$ cat src/hw/rtl/pxcc_pkg.sv
// pxcc_pkg: shared types and constants for the packet xor checksum checker
// request structs for both channels, parser phase codes, counter width
// no dependencies
`default_nettype none

package pxcc_pkg;

  // width of the running packet and error totals (reported in their low 32 bits)
  localparam int unsigned CounterBits = 32;

  // header is three 32-bit words
  localparam int unsigned HeaderBytes = 3 * 4;

  // input request: one byte of the packet stream
  typedef struct packed {
    logic [7:0] data_byte;
    logic       end_of_buffer;
  } pxcc_in_t;

  // output request: one report per finished packet
  typedef struct packed {
    logic [31:0] packet_index;
    logic        checksum_ok;
    logic        truncated;
    logic [31:0] packets_seen;
    logic [31:0] errors_seen;
    logic [31:0] last_good_index;
  } pxcc_out_t;

  // parser phase, one-hot
  typedef enum logic [3:0] {
    PH_INDEX   = 4'b0001,
    PH_CHECK   = 4'b0010,
    PH_LENGTH  = 4'b0100,
    PH_PAYLOAD = 4'b1000
  } pxcc_phase_e;

endpackage

`default_nettype wire

$ cat src/hw/rtl/pxcc_in_stage.sv
// pxcc_in_stage: input register for byte requests
// depends on pxcc_pkg for the input request struct
`default_nettype none

module pxcc_in_stage (
  input  wire logic               clk_i,
  input  wire logic               rst_ni,
  input  wire logic               in_valid_i,
  output logic                    in_ready_o,
  input  wire pxcc_pkg::pxcc_in_t in_data_i,
  input  wire logic               take_i,
  output logic                    held_valid_o,
  output pxcc_pkg::pxcc_in_t      held_data_o
);
  import pxcc_pkg::*;

  logic     valid_q, valid_d;
  pxcc_in_t data_q;
  logic     load;

  // slot is free when empty or drained this cycle
  assign in_ready_o = !valid_q || take_i;
  assign load       = in_valid_i && in_ready_o;

  always_comb begin
    valid_d = valid_q;
    if (load) begin
      valid_d = 1'b1;
    end else if (take_i) begin
      valid_d = 1'b0;
    end
  end

  // control register
  always_ff @(posedge clk_i or negedge rst_ni) begin
    if (!rst_ni) begin
      valid_q <= 1'b0;
    end else begin
      valid_q <= valid_d;
    end
  end

  // payload register
  always_ff @(posedge clk_i) begin
    if (load) begin
      data_q <= in_data_i;
    end
  end

  assign held_valid_o = valid_q;
  assign held_data_o  = data_q;

endmodule

`default_nettype wire

$ cat src/hw/rtl/pxcc_parser.sv
// pxcc_parser: packet parser state, xor accumulation and running totals
// one byte per step; depends on pxcc_pkg for types and counter width
`default_nettype none

module pxcc_parser (
  input  wire logic               clk_i,
  input  wire logic               rst_ni,
  input  wire logic               step_i,
  input  wire pxcc_pkg::pxcc_in_t byte_i,
  output logic                    res_valid_o,
  output pxcc_pkg::pxcc_out_t     res_o
);
  import pxcc_pkg::*;

  pxcc_phase_e            phase_q, phase_d;
  logic [1:0]             pos_q, pos_d;
  logic [23:0]            gather_q, gather_d;
  logic [31:0]            remain_q, remain_d;
  logic [31:0]            xor_q, xor_d;
  logic [31:0]            expect_q, expect_d;
  logic [31:0]            index_q, index_d;
  logic [CounterBits-1:0] pkt_total_q, pkt_total_d;
  logic [CounterBits-1:0] err_total_q, err_total_d;
  logic [31:0]            good_q, good_d;

  logic        word_done;
  logic [31:0] word;
  logic        finished;
  logic        fire;
  logic        ok;
  logic        trunc;
  logic [31:0] rep_index;

  always_comb begin
    // word assembly, big-endian
    word_done = (pos_q == 2'd3);
    word      = {gather_q, byte_i.data_byte};
    pos_d     = pos_q + 2'd1;
    gather_d  = word_done ? 24'd0 : {gather_q[15:0], byte_i.data_byte};

    phase_d  = phase_q;
    remain_d = remain_q;
    xor_d    = xor_q;
    expect_d = expect_q;
    index_d  = index_q;
    finished = 1'b0;

    // header and payload phases
    case (phase_q)
      PH_INDEX: begin
        if (word_done) begin
          index_d = word;
          xor_d   = word;
          phase_d = PH_CHECK;
        end
      end
      PH_CHECK: begin
        if (word_done) begin
          expect_d = word;
          phase_d  = PH_LENGTH;
        end
      end
      PH_LENGTH: begin
        if (word_done) begin
          remain_d = word;
          if (word == 32'd0) begin
            finished = 1'b1;
          end else begin
            phase_d = PH_PAYLOAD;
          end
        end
      end
      PH_PAYLOAD: begin
        if (word_done) begin
          xor_d = xor_q ^ word;
        end
        remain_d = remain_q - 32'd1;
        if (remain_d == 32'd0) begin
          finished = 1'b1;
        end
      end
      default: begin
        phase_d = PH_INDEX;
      end
    endcase

    // report on packet end or buffer end
    fire      = finished || byte_i.end_of_buffer;
    ok        = finished && (xor_d == expect_d);
    trunc     = !finished;
    rep_index = (!finished && phase_d == PH_INDEX) ? 32'd0 : index_d;

    pkt_total_d = pkt_total_q;
    err_total_d = err_total_q;
    good_d      = good_q;
    if (fire) begin
      pkt_total_d = pkt_total_q + 1'b1;
      if (ok) begin
        good_d = rep_index;
      end else begin
        err_total_d = err_total_q + 1'b1;
      end
      // restart at an index word
      phase_d  = PH_INDEX;
      pos_d    = 2'd0;
      gather_d = 24'd0;
      remain_d = 32'd0;
      xor_d    = 32'd0;
    end
  end

  // result to the output register
  assign res_valid_o           = step_i && fire;
  assign res_o.packet_index    = rep_index;
  assign res_o.checksum_ok     = ok;
  assign res_o.truncated       = trunc;
  assign res_o.packets_seen    = 32'(pkt_total_d);
  assign res_o.errors_seen     = 32'(err_total_d);
  assign res_o.last_good_index = good_d;

  // parser state
  always_ff @(posedge clk_i or negedge rst_ni) begin
    if (!rst_ni) begin
      phase_q     <= PH_INDEX;
      pos_q       <= 2'd0;
      gather_q    <= 24'd0;
      remain_q    <= 32'd0;
      xor_q       <= 32'd0;
      expect_q    <= 32'd0;
      index_q     <= 32'd0;
      pkt_total_q <= '0;
      err_total_q <= '0;
      good_q      <= 32'd0;
    end else if (step_i) begin
      phase_q     <= phase_d;
      pos_q       <= pos_d;
      gather_q    <= gather_d;
      remain_q    <= remain_d;
      xor_q       <= xor_d;
      expect_q    <= expect_d;
      index_q     <= index_d;
      pkt_total_q <= pkt_total_d;
      err_total_q <= err_total_d;
      good_q      <= good_d;
    end
  end

endmodule

`default_nettype wire

$ cat src/hw/rtl/pxcc_out_stage.sv
// pxcc_out_stage: output register holding one report request
// depends on pxcc_pkg for the output request struct
`default_nettype none

module pxcc_out_stage (
  input  wire logic                clk_i,
  input  wire logic                rst_ni,
  input  wire logic                res_valid_i,
  input  wire pxcc_pkg::pxcc_out_t res_i,
  output logic                     adv_o,
  output logic                     out_valid_o,
  input  wire logic                out_ready_i,
  output pxcc_pkg::pxcc_out_t      out_data_o
);
  import pxcc_pkg::*;

  logic      valid_q, valid_d;
  pxcc_out_t data_q;

  // register can take a new result when empty or being drained
  assign adv_o = !valid_q || out_ready_i;

  always_comb begin
    valid_d = valid_q;
    if (adv_o) begin
      valid_d = res_valid_i;
    end
  end

  always_ff @(posedge clk_i or negedge rst_ni) begin
    if (!rst_ni) begin
      valid_q <= 1'b0;
    end else begin
      valid_q <= valid_d;
    end
  end

  // payload register
  always_ff @(posedge clk_i) begin
    if (adv_o && res_valid_i) begin
      data_q <= res_i;
    end
  end

  assign out_valid_o = valid_q;
  assign out_data_o  = data_q;

endmodule

`default_nettype wire

$ cat src/hw/rtl/packet_xor_checksum_checker_top.sv
// packet_xor_checksum_checker_top: byte-stream packet checksum checker
// uses pxcc_pkg, pxcc_in_stage, pxcc_parser, pxcc_out_stage
//
// Input channel (in_valid_i / in_ready_o / in_data_i): one stream byte per
// request, with end_of_buffer set on the last byte of the buffer. Packets are
// three big-endian header words (index, checksum, payload length) plus payload.
// Output channel (out_valid_o / out_ready_i / out_data_o): one report request
// per finished or truncated packet with index, pass flag, truncation flag and
// running packet, error and last-good-index totals.
// Throughput: one byte per cycle while the receiver does not stall, limited by
// the parser step between the input register and the output register.
// Path: a packet's last byte goes from the input register through the parser
// step, and its report is loaded into the output register (two register stages).
// Reset: parser waits for an index word, all totals clear to zero.
// Receiver stall: the output register holds its report and the parser pauses;
// the input register keeps at most one waiting byte, and in_ready_o stays low
// while it is full, until the report is taken.
`default_nettype none

module packet_xor_checksum_checker_top (
  input  wire logic                clk_i,
  input  wire logic                rst_ni,
  input  wire logic                in_valid_i,
  output logic                     in_ready_o,
  input  wire pxcc_pkg::pxcc_in_t  in_data_i,
  output logic                     out_valid_o,
  input  wire logic                out_ready_i,
  output pxcc_pkg::pxcc_out_t      out_data_o
);
  import pxcc_pkg::*;

  logic      held_valid;
  pxcc_in_t  held_data;
  logic      adv;
  logic      step;
  logic      res_valid;
  pxcc_out_t res;

  // parser steps when a byte is held and the output side can advance
  assign step = held_valid && adv;

  pxcc_in_stage u_in_stage (
    .clk_i        (clk_i),
    .rst_ni       (rst_ni),
    .in_valid_i   (in_valid_i),
    .in_ready_o   (in_ready_o),
    .in_data_i    (in_data_i),
    .take_i       (step),
    .held_valid_o (held_valid),
    .held_data_o  (held_data)
  );

  pxcc_parser u_parser (
    .clk_i       (clk_i),
    .rst_ni      (rst_ni),
    .step_i      (step),
    .byte_i      (held_data),
    .res_valid_o (res_valid),
    .res_o       (res)
  );

  pxcc_out_stage u_out_stage (
    .clk_i       (clk_i),
    .rst_ni      (rst_ni),
    .res_valid_i (res_valid),
    .res_i       (res),
    .adv_o       (adv),
    .out_valid_o (out_valid_o),
    .out_ready_i (out_ready_i),
    .out_data_o  (out_data_o)
  );

endmodule

`default_nettype wire
$ cat config.mk
export PLATFORM = sky130hd
export DESIGN_NAME = packet_xor_checksum_checker_top
export DESIGN_NICKNAME = d
export VERILOG_FILES = /design/src/hw/rtl/pxcc_pkg.sv /design/src/hw/rtl/pxcc_in_stage.sv /design/src/hw/rtl/pxcc_parser.sv /design/src/hw/rtl/pxcc_out_stage.sv /design/src/hw/rtl/packet_xor_checksum_checker_top.sv
export SDC_FILE = /design/constraint.sdc
export NUM_CORES = 1
export LEC_CHECK = 0
export BUFFER_PORTS_ARGS = -buffer_cell sky130_fd_sc_hd__buf_2
export CORE_AREA = 2 2 225 227
export DETAILED_ROUTE_END_ITERATION = 12
export DIE_AREA = 0 0 227 229
export PLACE_DENSITY = 0.65
export REMOVE_ABC_BUFFERS = 1
export SYNTH_ARGS = -nofsm -noshare
export SYNTH_HDL_FRONTEND = slang
export SYNTH_SLANG_ARGS = --single-unit
$ cat constraint.sdc
create_clock -name clk_i -period 19.15 [get_ports clk_i]
set_input_delay 1.915 -clock clk_i [delete_from_list [all_inputs] [get_ports clk_i]]
set_output_delay 1.915 -clock clk_i [all_outputs]
set_load 0.02 [all_outputs]
Yosys cells after proc, flatten, opt, wreduce, memory -nomap -nowiden
Cells that the tools add are included.

Register bits: 395. Latch bits: 0. RAM bits: 0. Bits in read-only memories: 0. Input bits: 13. Output and inout port bits: 132. Word-level logic and storage cells: 82. Memories kept: 0.

$add $sub $neg: 4. $mul: 0. Div/mod/pow operators: 0. Order comparisons: 0. Eq/ne operators: 8. Shift-type cells: 0. Muxes and demuxes: 32. Bitwise logic cells: 1. Reduce and logical (&&, ||, !) cells: 17.

Operators with widths (count): $mux W32 (15); $pmux W32 S2 (2); $add A32 B1 Y32 const B (2); $logic_not A32 Y1 (2); $mux W24 (2); $eq A32 B32 Y1 (1); $sub A32 B1 Y32 const B (1); $xor A32 B32 Y32 (1); $mux W4 (5); $pmux W4 S4 (1); $eq A4 B1 Y1 const B (2); $logic_and A1 B1 Y1 (6); $mux W1 (5); $eq A4 B2 Y1 const B (1); $eq A4 B3 Y1 const B (1); $eq A4 B4 Y1 const B (1); $logic_not A1 Y1 (3); $logic_or A1 B1 Y1 (3); $ne A3 B1 Y1 const B (1); $reduce_and A3 Y1 (1); $reduce_bool A3 Y1 (1); $add A2 B1 Y2 const B (1); $eq A2 B2 Y1 const B (1); $mux W2 (1); 2 further kinds (2).

Longest topological paths before layout
Gate-level depths: netlist of the first run.

Word-level depth: 9. Depth in mapped cells: 14. Depth with buffers taken out: 12.

Hierarchy
Synthesis of the first run repeated with hierarchy kept, for this count alone.

Cells, all modules: 1954. Area total of the unflattened synthesis: 20593.5 sq um.

Modules (own cells, without submodules): pxcc_parser (times used 1, cells an instance 1806, area an instance 16305.6 sq um, sequential area each 6357.3 sq um); pxcc_out_stage (times used 1, cells an instance 134, area an instance 3957.5 sq um, sequential area each 3928.8 sq um); pxcc_in_stage (times used 1, cells an instance 13, area an instance 324.1 sq um, sequential area each 295.3 sq um); packet_xor_checksum_checker_top (times used 1, cells an instance 1, area an instance 6.3 sq um, sequential area each 0.0 sq um).

Worst setup path after synthesis of the first run
Ideal clock, no wire load.

Kind: register to register. From: reg u_parser.remain_q[0]. To: reg u_parser.err_total_q[2]. Setup time: 0.136 ns. Arrival time: 7.443 ns. Required time: 19.014 ns. Path slack: 11.571 ns. Cell stages (with the launch flop): 14. Path buffers: 1. Period minus slack after synthesis: 7.579 ns. Cell sequence: dfrtp_1 -> inv_1 -> ha_1 -> nor4b_2 -> nand3_1 -> or4_1 -> xnor2_1 -> nand4_1 -> o311ai_2 -> nand2_1 -> inv_1 -> buf_1 -> nand3b_1 -> xnor2_1.

Longest elaborated chain between the ends: 7. Elaborated cells on any way between the ends: 8. Classes of those cells: add/sub: 1; mux: 4; reduce/logical: 3.

Ends and longest elaborated chain: start: declaration (line pxcc_parser.sv:18) `logic [31:0] remain_q, remain_d;`; start signal: assignment (line pxcc_parser.sv:138) `remain_q <= remain_d;`; $sub A32 B1 Y32 (*) (line pxcc_parser.sv:77) `remain_d = remain_q - 32'd1;`; $logic_not A32 Y1 (*) (line pxcc_parser.sv:78) `if (remain_d == 32'd0) begin`; $mux W1 (*) (line pxcc_parser.sv:78); $pmux W1 S2 (*) (line pxcc_parser.sv:49) `case (phase_q)`; $logic_and A1 B1 Y1 (line pxcc_parser.sv:89) `ok = finished && (xor_d == expect_d);`; $mux W32 (line pxcc_parser.sv:98) `if (ok) begin`; $mux W32 (*) (line pxcc_parser.sv:96) `if (fire) begin`; end signal: assignment (line pxcc_parser.sv:143) `err_total_q <= err_total_d;`; end: declaration (line pxcc_parser.sv:23) `logic [CounterBits-1:0] err_total_q, err_total_d;`.

Every way passes the cells marked *; elsewhere a longest branch is shown, timed or not. A chain may end at the register's enable or synchronous reset.

Worst setup path after layout of the first run
From: reg u_parser.remain_q[0]. To: reg u_parser.pkt_total_q[9].

Longest elaborated chain between the ends: 6.

Ends and longest elaborated chain: $sub A32 B1 Y32 (line pxcc_parser.sv:77); $logic_not A32 Y1 (line pxcc_parser.sv:78); $mux W1 (line pxcc_parser.sv:78); $pmux W1 S2 (line pxcc_parser.sv:49); $logic_or A1 B1 Y1 (line pxcc_parser.sv:88) `fire = finished || byte_i.end_of_buffer;`; $mux W32 (line pxcc_parser.sv:96); end signal: assignment (line pxcc_parser.sv:142) `pkt_total_q <= pkt_total_d;`; end: declaration (line pxcc_parser.sv:22) `logic [CounterBits-1:0] pkt_total_q, pkt_total_d;`.

No other way between the ends.

==> impl_metrics.py, run 1 <==
metrics = {
    "die": {
        "start_util_pct": 39.4,
        "die_w_microns": 227,
        "die_h_microns": 229,
        "pin_count": 145,
        "fp-row-count": 82,
        "coreArea_sq_mm": 0.0497,
        "die_area_sq_mm": 0.0520,
    },
    "place": {
        "routabilityCongestion": 0.940,
        "post-dp-hpwl_microns": 32600,
        "dpl_cell_area_sq_mm": 0.0208,
        "io_buffers": 144,
    },
    "yosys": {
        "yosysTopAreaCell": "dfrtp_1",
        "synthFlopType": "dfrtp_1",
        "yosys-top-cells-area": "dfrtp_1 (33%), edfxtp_1 (21%), nand2_1 (5.1%)",
        "synth_seq_cells": 395,
        "syn_inst": 1813,
        "ys_warn_count": 0,
        "synthArstFlopShare_pct": 64.8,
        "ys_seq_area_share_pct": 54.1,
        "avgSynthCellArea_sq_um": 10.8,
        "netlist.area_leader.share_pct": 32.6,
        "ys_types": 76,
        "synth-edff-count": 139,
        "netlist_area_sq_mm": 0.0196,
    },
    "global_route": {
        "grt_start_max_net_pins": 93,
        "grt_remaining_overflow": 0,
        "grt_pass1_wl_microns": 81100,
        "grt_pass1_vias": 14100,
        "grt_usage_pct": 19.8,
        "antenna_found_initial": 0,
    },
    "clocking": {
        "clk_latency_ps": 580,
        "post_cts_buffers": 0,
        "clockRootBuffer": "clkbuf_16",
        "clockBufferDepth": 3,
        "numCtsBuffers": 42,
        "clk_pin_slew_worst_paths_ps": 60,
        "cts_sinks": 395,
        "htree_levels": 2,
        "cts_resized": 0,
        "hold_buffers": 0,
        "cts_tree": "yes",
    },
    "sta": {
        "relSlewSlack_pct": 18.9,
        "setup_viol": 0,
        "slew_violations": 0,
        "min_period_over_period_pct": 29.9,
        "fin_skew_ps": 18.8,
        "fmaxAchievable_mhz": 175,
        "hold_viol": 0,
        "rsz0062_at_grt": "no",
        "finalCriticalPeriod_ps": 5720,
        "finalSetupTns_ps": 0,
        "worst-slew-pin-transition_ps": 1210,
    },
    "cells_and_area": {
        "final-seq-area_sq_mm": 0.0106,
        "antenna_cells": 0,
        "multi_input_area_sq_mm": 0.00835,
        "layout-drive-gt1-share_pct": 18.6,
        "nets": 1899,
        "area_growth_pct": 13.5,
        "fillers": 4635,
        "fin_util_pct": 44.7,
        "final_cell_area_sq_mm": 0.0222,
    },
    "setup_path": {
        "cp-start-kind": "register",
        "cp_slowest_cell": "buf_4",
        "path_cells": "inv_1 > ha_1 > nor4b_2 > nand3_1 > o31a_1 > nor4b_1 > nand4_1 > o311ai_4 > nand2_1 > buf_4 > inv_6 > buf_4 > nand4_1 > xnor2_1",
        "crit_path_start": "u_parser.remain_q[0]",
        "crit_path_max_incr_delay_ps": 740,
        "required_ps": 19610,
        "cp-end-kind": "register",
        "crit_arrival_ps": 6180,
        "worst-setup-path-type": "register to register",
        "critPathMaxFanout": 84,
        "cpLargestDelayFamily": "simple AND/OR/NAND/NOR gates",
        "worst-path-buf-inv": 4,
        "worstReg2RegStart": "u_parser.remain_q[0]",
    },
    "power_and_ir_drop": {
        "pwr-share-clk_pct": 40.2,
        "peakVddDrop_mv": 0.0480,
        "comb_power_share_pct": 12.1,
        "p_switching_uw": 581,
        "seqPwrFrac_pct": 47.7,
        "leakage_nw": 9.91,
        "intPower_mw": 1.53,
        "p_sw_share_pct": 27.6,
        "powerDensity_mw_per_mm2": 94.9,
        "p_total_mw": 2.11,
    },
    "hold_path": {
        "hp-class": "register to register",
        "hp-start": "u_parser.index_q[8]",
    },
    "detailed_routing": {
        "drtIter0Drc": 1339,
        "ant_nets": 0,
        "via_per_inst": 5.66,
        "drt-wirelength-per-cell_microns": 20.1,
        "drt_pass1_iterations": 5,
        "wirelength_microns": 51900,
        "via_count": 14600,
        "drc": 0,
    },
    "flow_run": {
        "maxCapViolations": 0,
    },
    "outcome": {
        "status": "completed",
    },
}
-- registers in the layout (all words and copies together), names as in the netlist, 32 cells and up --
signal / cells
u_out_stage.out_data_o: 130
u_parser.err_total_q: 32
u_parser.expect_q: 32
u_parser.good_q: 32
u_parser.index_q: 32
u_parser.pkt_total_q: 32
u_parser.remain_q: 32
u_parser.xor_q: 32
-- power by group through the flow --
stage / sequential [mW] / combinational (mW) / clock [mW]
after detailed placement: 1.02 / 0.256 / 0
final: 1.00 / 0.255 / 0.847
after floorplan: 1.02 / 0.139 / 0
after global placement: 1.02 / 0.250 / 0
after CTS: 1.00 / 0.257 / 0.865
after global routing: 1.01 / 0.278 / 0.898
-- synth_stat cells (all sizes together), types with 12 or more instances --
cell    number
nand4       22
xnor2       76
nor4        54
edfxtp     139
a22o        27
mux2i       33
dfrtp      255
nand2      265
o21ai       52
xor2        91
nor2        79
a21oi       83
nand3       40
nor3        70
a31oi       40
buf         28
mux2       128
inv         20
o31ai       12
o22ai       39
clkbuf     118
-- worst paths after layout --
path | cells after the start | slack [ps] | to
max | 14 | 13430 | u_parser.pkt_total_q[9]
min | 2 | 480 | u_parser.index_q[8]
max reg2reg | 14 | 13430 | u_parser.pkt_total_q[9]
min reg2reg | 2 | 480 | u_parser.index_q[8]
max in group asynchronous | 2 | 16420 | u_parser.good_q[27]
min in group asynchronous | 1 | 1300 | u_parser.pkt_total_q[19]
-- cells in the final DEF, fill, tap and decap left out, types with 19 or more instances in the layout --
cell,n
clkbuf_16,43
mux2i_1,33
inv_1,19
nand4_1,22
nand3_1,39
nor3_1,69
edfxtp_1,139
a22o_1,27
xnor2_1,76
o22ai_1,39
nor4_1,54
mux2_4,27
mux2_2,66
buf_4,26
xor2_1,90
dfrtp_1,255
o21ai_0,50
nand2_1,262
nor2_1,78
mux2_1,35
buf_2,143
a21oi_1,83
a31oi_1,40
-- per-layer routing --
layer	wire [microns]	GRT usage [%]	vias up
met5	0	0	-
met4	1620	6.58	0
met3	3240	3.05	108
met2	24500	31.5	536
met1	22500	27.5	7321
li1	-	-	6668
-- worst register-to-register path: cells and delay by family (launching register included) --
family          cells  cell delay (ps)
xor+xnor            1              160
fa+ha+maj           1              270
buf+inv             4             1860
compound gates      2              810
simple gates        6             2090
flops               1              440
-- cell families (layout without fill, tap and decap cells) --
kind of cell / after synthesis / after routing / synth area share, %
mux: 161 / 161 / 9.58
simple gates: 617 / 617 / 15.1
fa+ha+maj: 5 / 5 / 0.320
compound gates: 302 / 302 / 9.95
xor+xnor: 167 / 167 / 7.48
flops: 395 / 395 / 54.1
buf+inv: 166 / 268 / 3.45
-- through the flow --
step	hold slack (ps)	setup slack (ps)	cells
5_1_grt	511	12930	2587
4_1_cts	485	13430	2587
6_report	481	13430	2587
3_5_place_dp	471	13420	2509
3_3_place_gp	462	13570	2509
2_1_floorplan	450	9940	1667
-- final cells by class --
class	instances	area share, %
Clock inverter	21	1.04
Sequential cell	395	47.6
Clock buffer	57	5.40
Timing Repair Buffer	170	4.17
Multi-Input combinational cell	1252	37.6
Tap cell	672	3.79
Inverter	20	0.361
(Power assumes the default switching activity.)
==> inputs of run 2 (changes only) <==
ABC_AREA = 1   (was default)
CORE_AREA = 2 2 233 235   (was 2 2 225 227)
DIE_AREA = 0 0 235 237   (was 0 0 227 229)
clock period = 5.95 ns   (was 19.15 ns; I/O delays follow)
==> run 2 against run 1 <==
  * The run now ends with hold timing left
  * Combinational power grew to 9.6 times the previous value
  * Clock power grew to 3.6 times the previous value
  * Via count is 26% higher
  * Sequential share of layout area is 3.2 points lower
  * Clock skew is 17 ps higher
  * Final cell count is 36% higher
  * Core utilization is 0.063 points lower
  * Largest power group unchanged
  * Largest cell class unchanged
==> impl_metrics.py, run 2 <==
metrics = {
    "flow_run": {
        "maxCapViolations": 0,
    },
    "cells_and_area": {
        "mostFrequentLayoutCells": "nand2_1 (932), inv_1 (291), dfrtp_1 (255)",
        "fillers": 5211,
        "layout_commonest_cell": "nand2_1",
        "area_growth_pct": 13.3,
        "antenna_cells": 0,
        "largest_reg_flops": 130,
        "layout-drive-gt1-share_pct": 9.45,
        "multi_input_area_sq_mm": 0.00863,
        "final-seq-area_sq_mm": 0.0106,
        "nets": 2798,
    },
    "setup_path": {
        "crit_path_start": "u_parser.pos_q[0]",
        "ff2ff_path_depth": 17,
        "cp-end-kind": "register",
        "critPathMaxFanout": 104,
        "cp-start-kind": "register",
        "worst-setup-path-type": "register to register",
        "required_ps": 6290,
        "worstReg2RegStart": "u_parser.pos_q[0]",
        "crit_arrival_ps": 4640,
    },
    "power_and_ir_drop": {
        "comb_power_share_pct": 26.9,
        "seqPwrFrac_pct": 39.5,
        "p_switching_mw": 3.16,
        "p_sw_share_pct": 34.5,
        "intPower_mw": 6.00,
        "powerDensity_mw_per_mm2": 385,
        "pwr-share-clk_pct": 33.6,
        "peakVddDrop_mv": 0.195,
        "leakage_nw": 11.4,
        "p_total_mw": 9.16,
    },
    "detailed_routing": {
        "drtIter0Drc": 1675,
        "drt-wirelength-per-cell_microns": 16.1,
        "via_per_inst": 5.25,
        "via_count": 18500,
        "drc": 0,
        "ant_nets": 0,
        "wirelength_microns": 56600,
        "drt_pass1_iterations": 6,
    },
    "outcome": {
        "status": "finished, violations left",
        "violations": "hold timing",
    },
    "sta": {
        "hold_viol": 1,
        "worst-slew-pin-transition_ps": 1180,
        "rsz0062_at_grt": "no",
        "setup_viol": 0,
        "relSlewSlack_pct": 21.5,
        "fmaxAchievable_mhz": 233,
        "fin_skew_ps": 35.9,
        "min_period_over_period_pct": 72.1,
        "finalCriticalPeriod_ps": 4290,
        "timing.final.ws_setup_ps": 1660,
        "holdWs_ps": -24.4,
        "slew_violations": 0,
    },
    "yosys": {
        "ys_types": 38,
        "netlist_area_sq_mm": 0.0210,
        "synthFlopType": "dfrtp_1",
        "yosys-top-cells-area": "dfrtp_1 (30%), edfxtp_1 (20%), nand2_1 (17%)",
        "avgSynthCellArea_sq_um": 7.78,
        "synth_seq_cells": 395,
        "netlist.area_leader.share_pct": 30.4,
        "synthArstFlopShare_pct": 64.8,
        "ys_seq_area_share_pct": 50.4,
        "synth_common_cells": "nand2_1 (933), inv_1 (292), dfrtp_1 (255)",
        "syn_inst": 2699,
        "ys_warn_count": 0,
        "synth-edff-count": 139,
        "yosysMostFrequentCell": "nand2_1",
        "yosysTopAreaCell": "dfrtp_1",
    },
    "global_route": {
        "grt_pass1_wl_microns": 91600,
        "grt_remaining_overflow": 0,
        "grt_start_max_net_pins": 131,
        "grt_usage_pct": 20.0,
        "antenna_found_initial": 0,
        "grt_pass1_vias": 17800,
    },
    "place": {
        "routabilityCongestion": 0.895,
        "io_buffers": 144,
        "post-dp-hpwl_microns": 37500,
        "dp_slack_ps": 1840,
    },
    "clocking": {
        "hold_buffers": 0,
        "post_cts_buffers": 0,
        "numCtsBuffers": 44,
        "cts_sinks": 395,
        "clockRootBuffer": "clkbuf_16",
        "clk_latency_ps": 600,
        "htree_levels": 2,
        "cts_resized": 0,
        "clockBufferDepth": 3,
        "clk_pin_slew_worst_paths_ps": 70,
        "cts_tree": "yes",
    },
    "die": {
        "die_w_microns": 235,
        "die_area_sq_mm": 0.0557,
        "start_util_pct": 39.4,
        "pin_count": 145,
        "fp-row-count": 85,
        "die_h_microns": 237,
        "coreArea_sq_mm": 0.0533,
    },
    "hold_path": {
        "hp-class": "primary input to asynchronous set/reset pin",
    },
}
## run 2: cell types whose count changed in the layout (fill, tap and decap cells not counted), sizes merged, moves of 62 or more
cell   change
mux2     -128
o21ai    +172
nor2      +78
xnor2     -62
inv      +288
nand3    +187
nand2    +672
xor2      -64
a21oi     -77
## run 2: path summary, 6_finish.rpt
check                                                  to  slack, ps
worst max-delay path            u_out_stage.out_data_o[3]       1660
worst min-delay path              u_parser.pkt_total_q[8]        -20
worst max register to register  u_out_stage.out_data_o[3]       1660
worst min register to register        u_parser.index_q[4]        480
max in group asynchronous             u_parser.good_q[14]       4390
min in group clk_i              u_in_stage.held_data_o[8]        200
## run 2: critical path, cell delays in order, from the launching register on
cell,delay [ps]
dfrtp_1,360
ha_2,180
buf_4,800
inv_1,280
nor2_1,160
nand2_1,70
nand2_1,70
nand2_1,90
nand3_1,120
nand2_1,60
nor2_1,100
nand2_1,120
nor2_1,110
nand2_1,100
nor2_2,160
nand2_4,470
buf_12,410
o21a_1,230
## run 2: power groups by stage
stage	logic, mW	clock network, mW	registers (mW)
final	2.46	3.08	3.62
after global routing	2.80	3.25	3.67
after CTS	2.46	3.14	3.61
after detailed placement	2.45	0	3.66
after global placement	2.37	0	3.64
after floorplan	1.67	0	3.71
## run 2: layout make-up
class                      instances  share of cell area (%)
clock buffer                      50                    4.81
clock inverter                    32                    2.10
inverter                         312                    4.97
multi-input combinational       1865                    36.3
sequential                       395                    44.5
tap                              696                    3.66
timing repair buffer             162                    3.74
## run 2: metal layers
layer,track usage [%],vias up,wire length (microns)
met4,7.38,0,1730
met2,32.6,560,26200
met3,3.54,106,3480
li1,-,9020,-
met1,26.7,8768,25200
met5,0,-,0
## run 2: through the flow
step | TNS, ps | util (%) | area [sq um] | cells
global placement | 0 | 41.6 | 22200 | 3430
floorplan | -1316470 | - | 20400 | 2572
CTS | 0 | 44.7 | 23800 | 3512
detailed placement | 0 | 41.6 | 22200 | 3430
global route | 0 | 44.7 | 23800 | 3512
finish | 0 | 44.7 | 23800 | 3512
## run 2: logic make-up after synthesis
logic type	count (synthesis)	synth area share, %
simple gates	1433	28.4
compound gates	386	10.6
xor+xnor	41	1.71
buf+inv	439	8.68
flops	395	50.4
fa+ha+maj	5	0.298
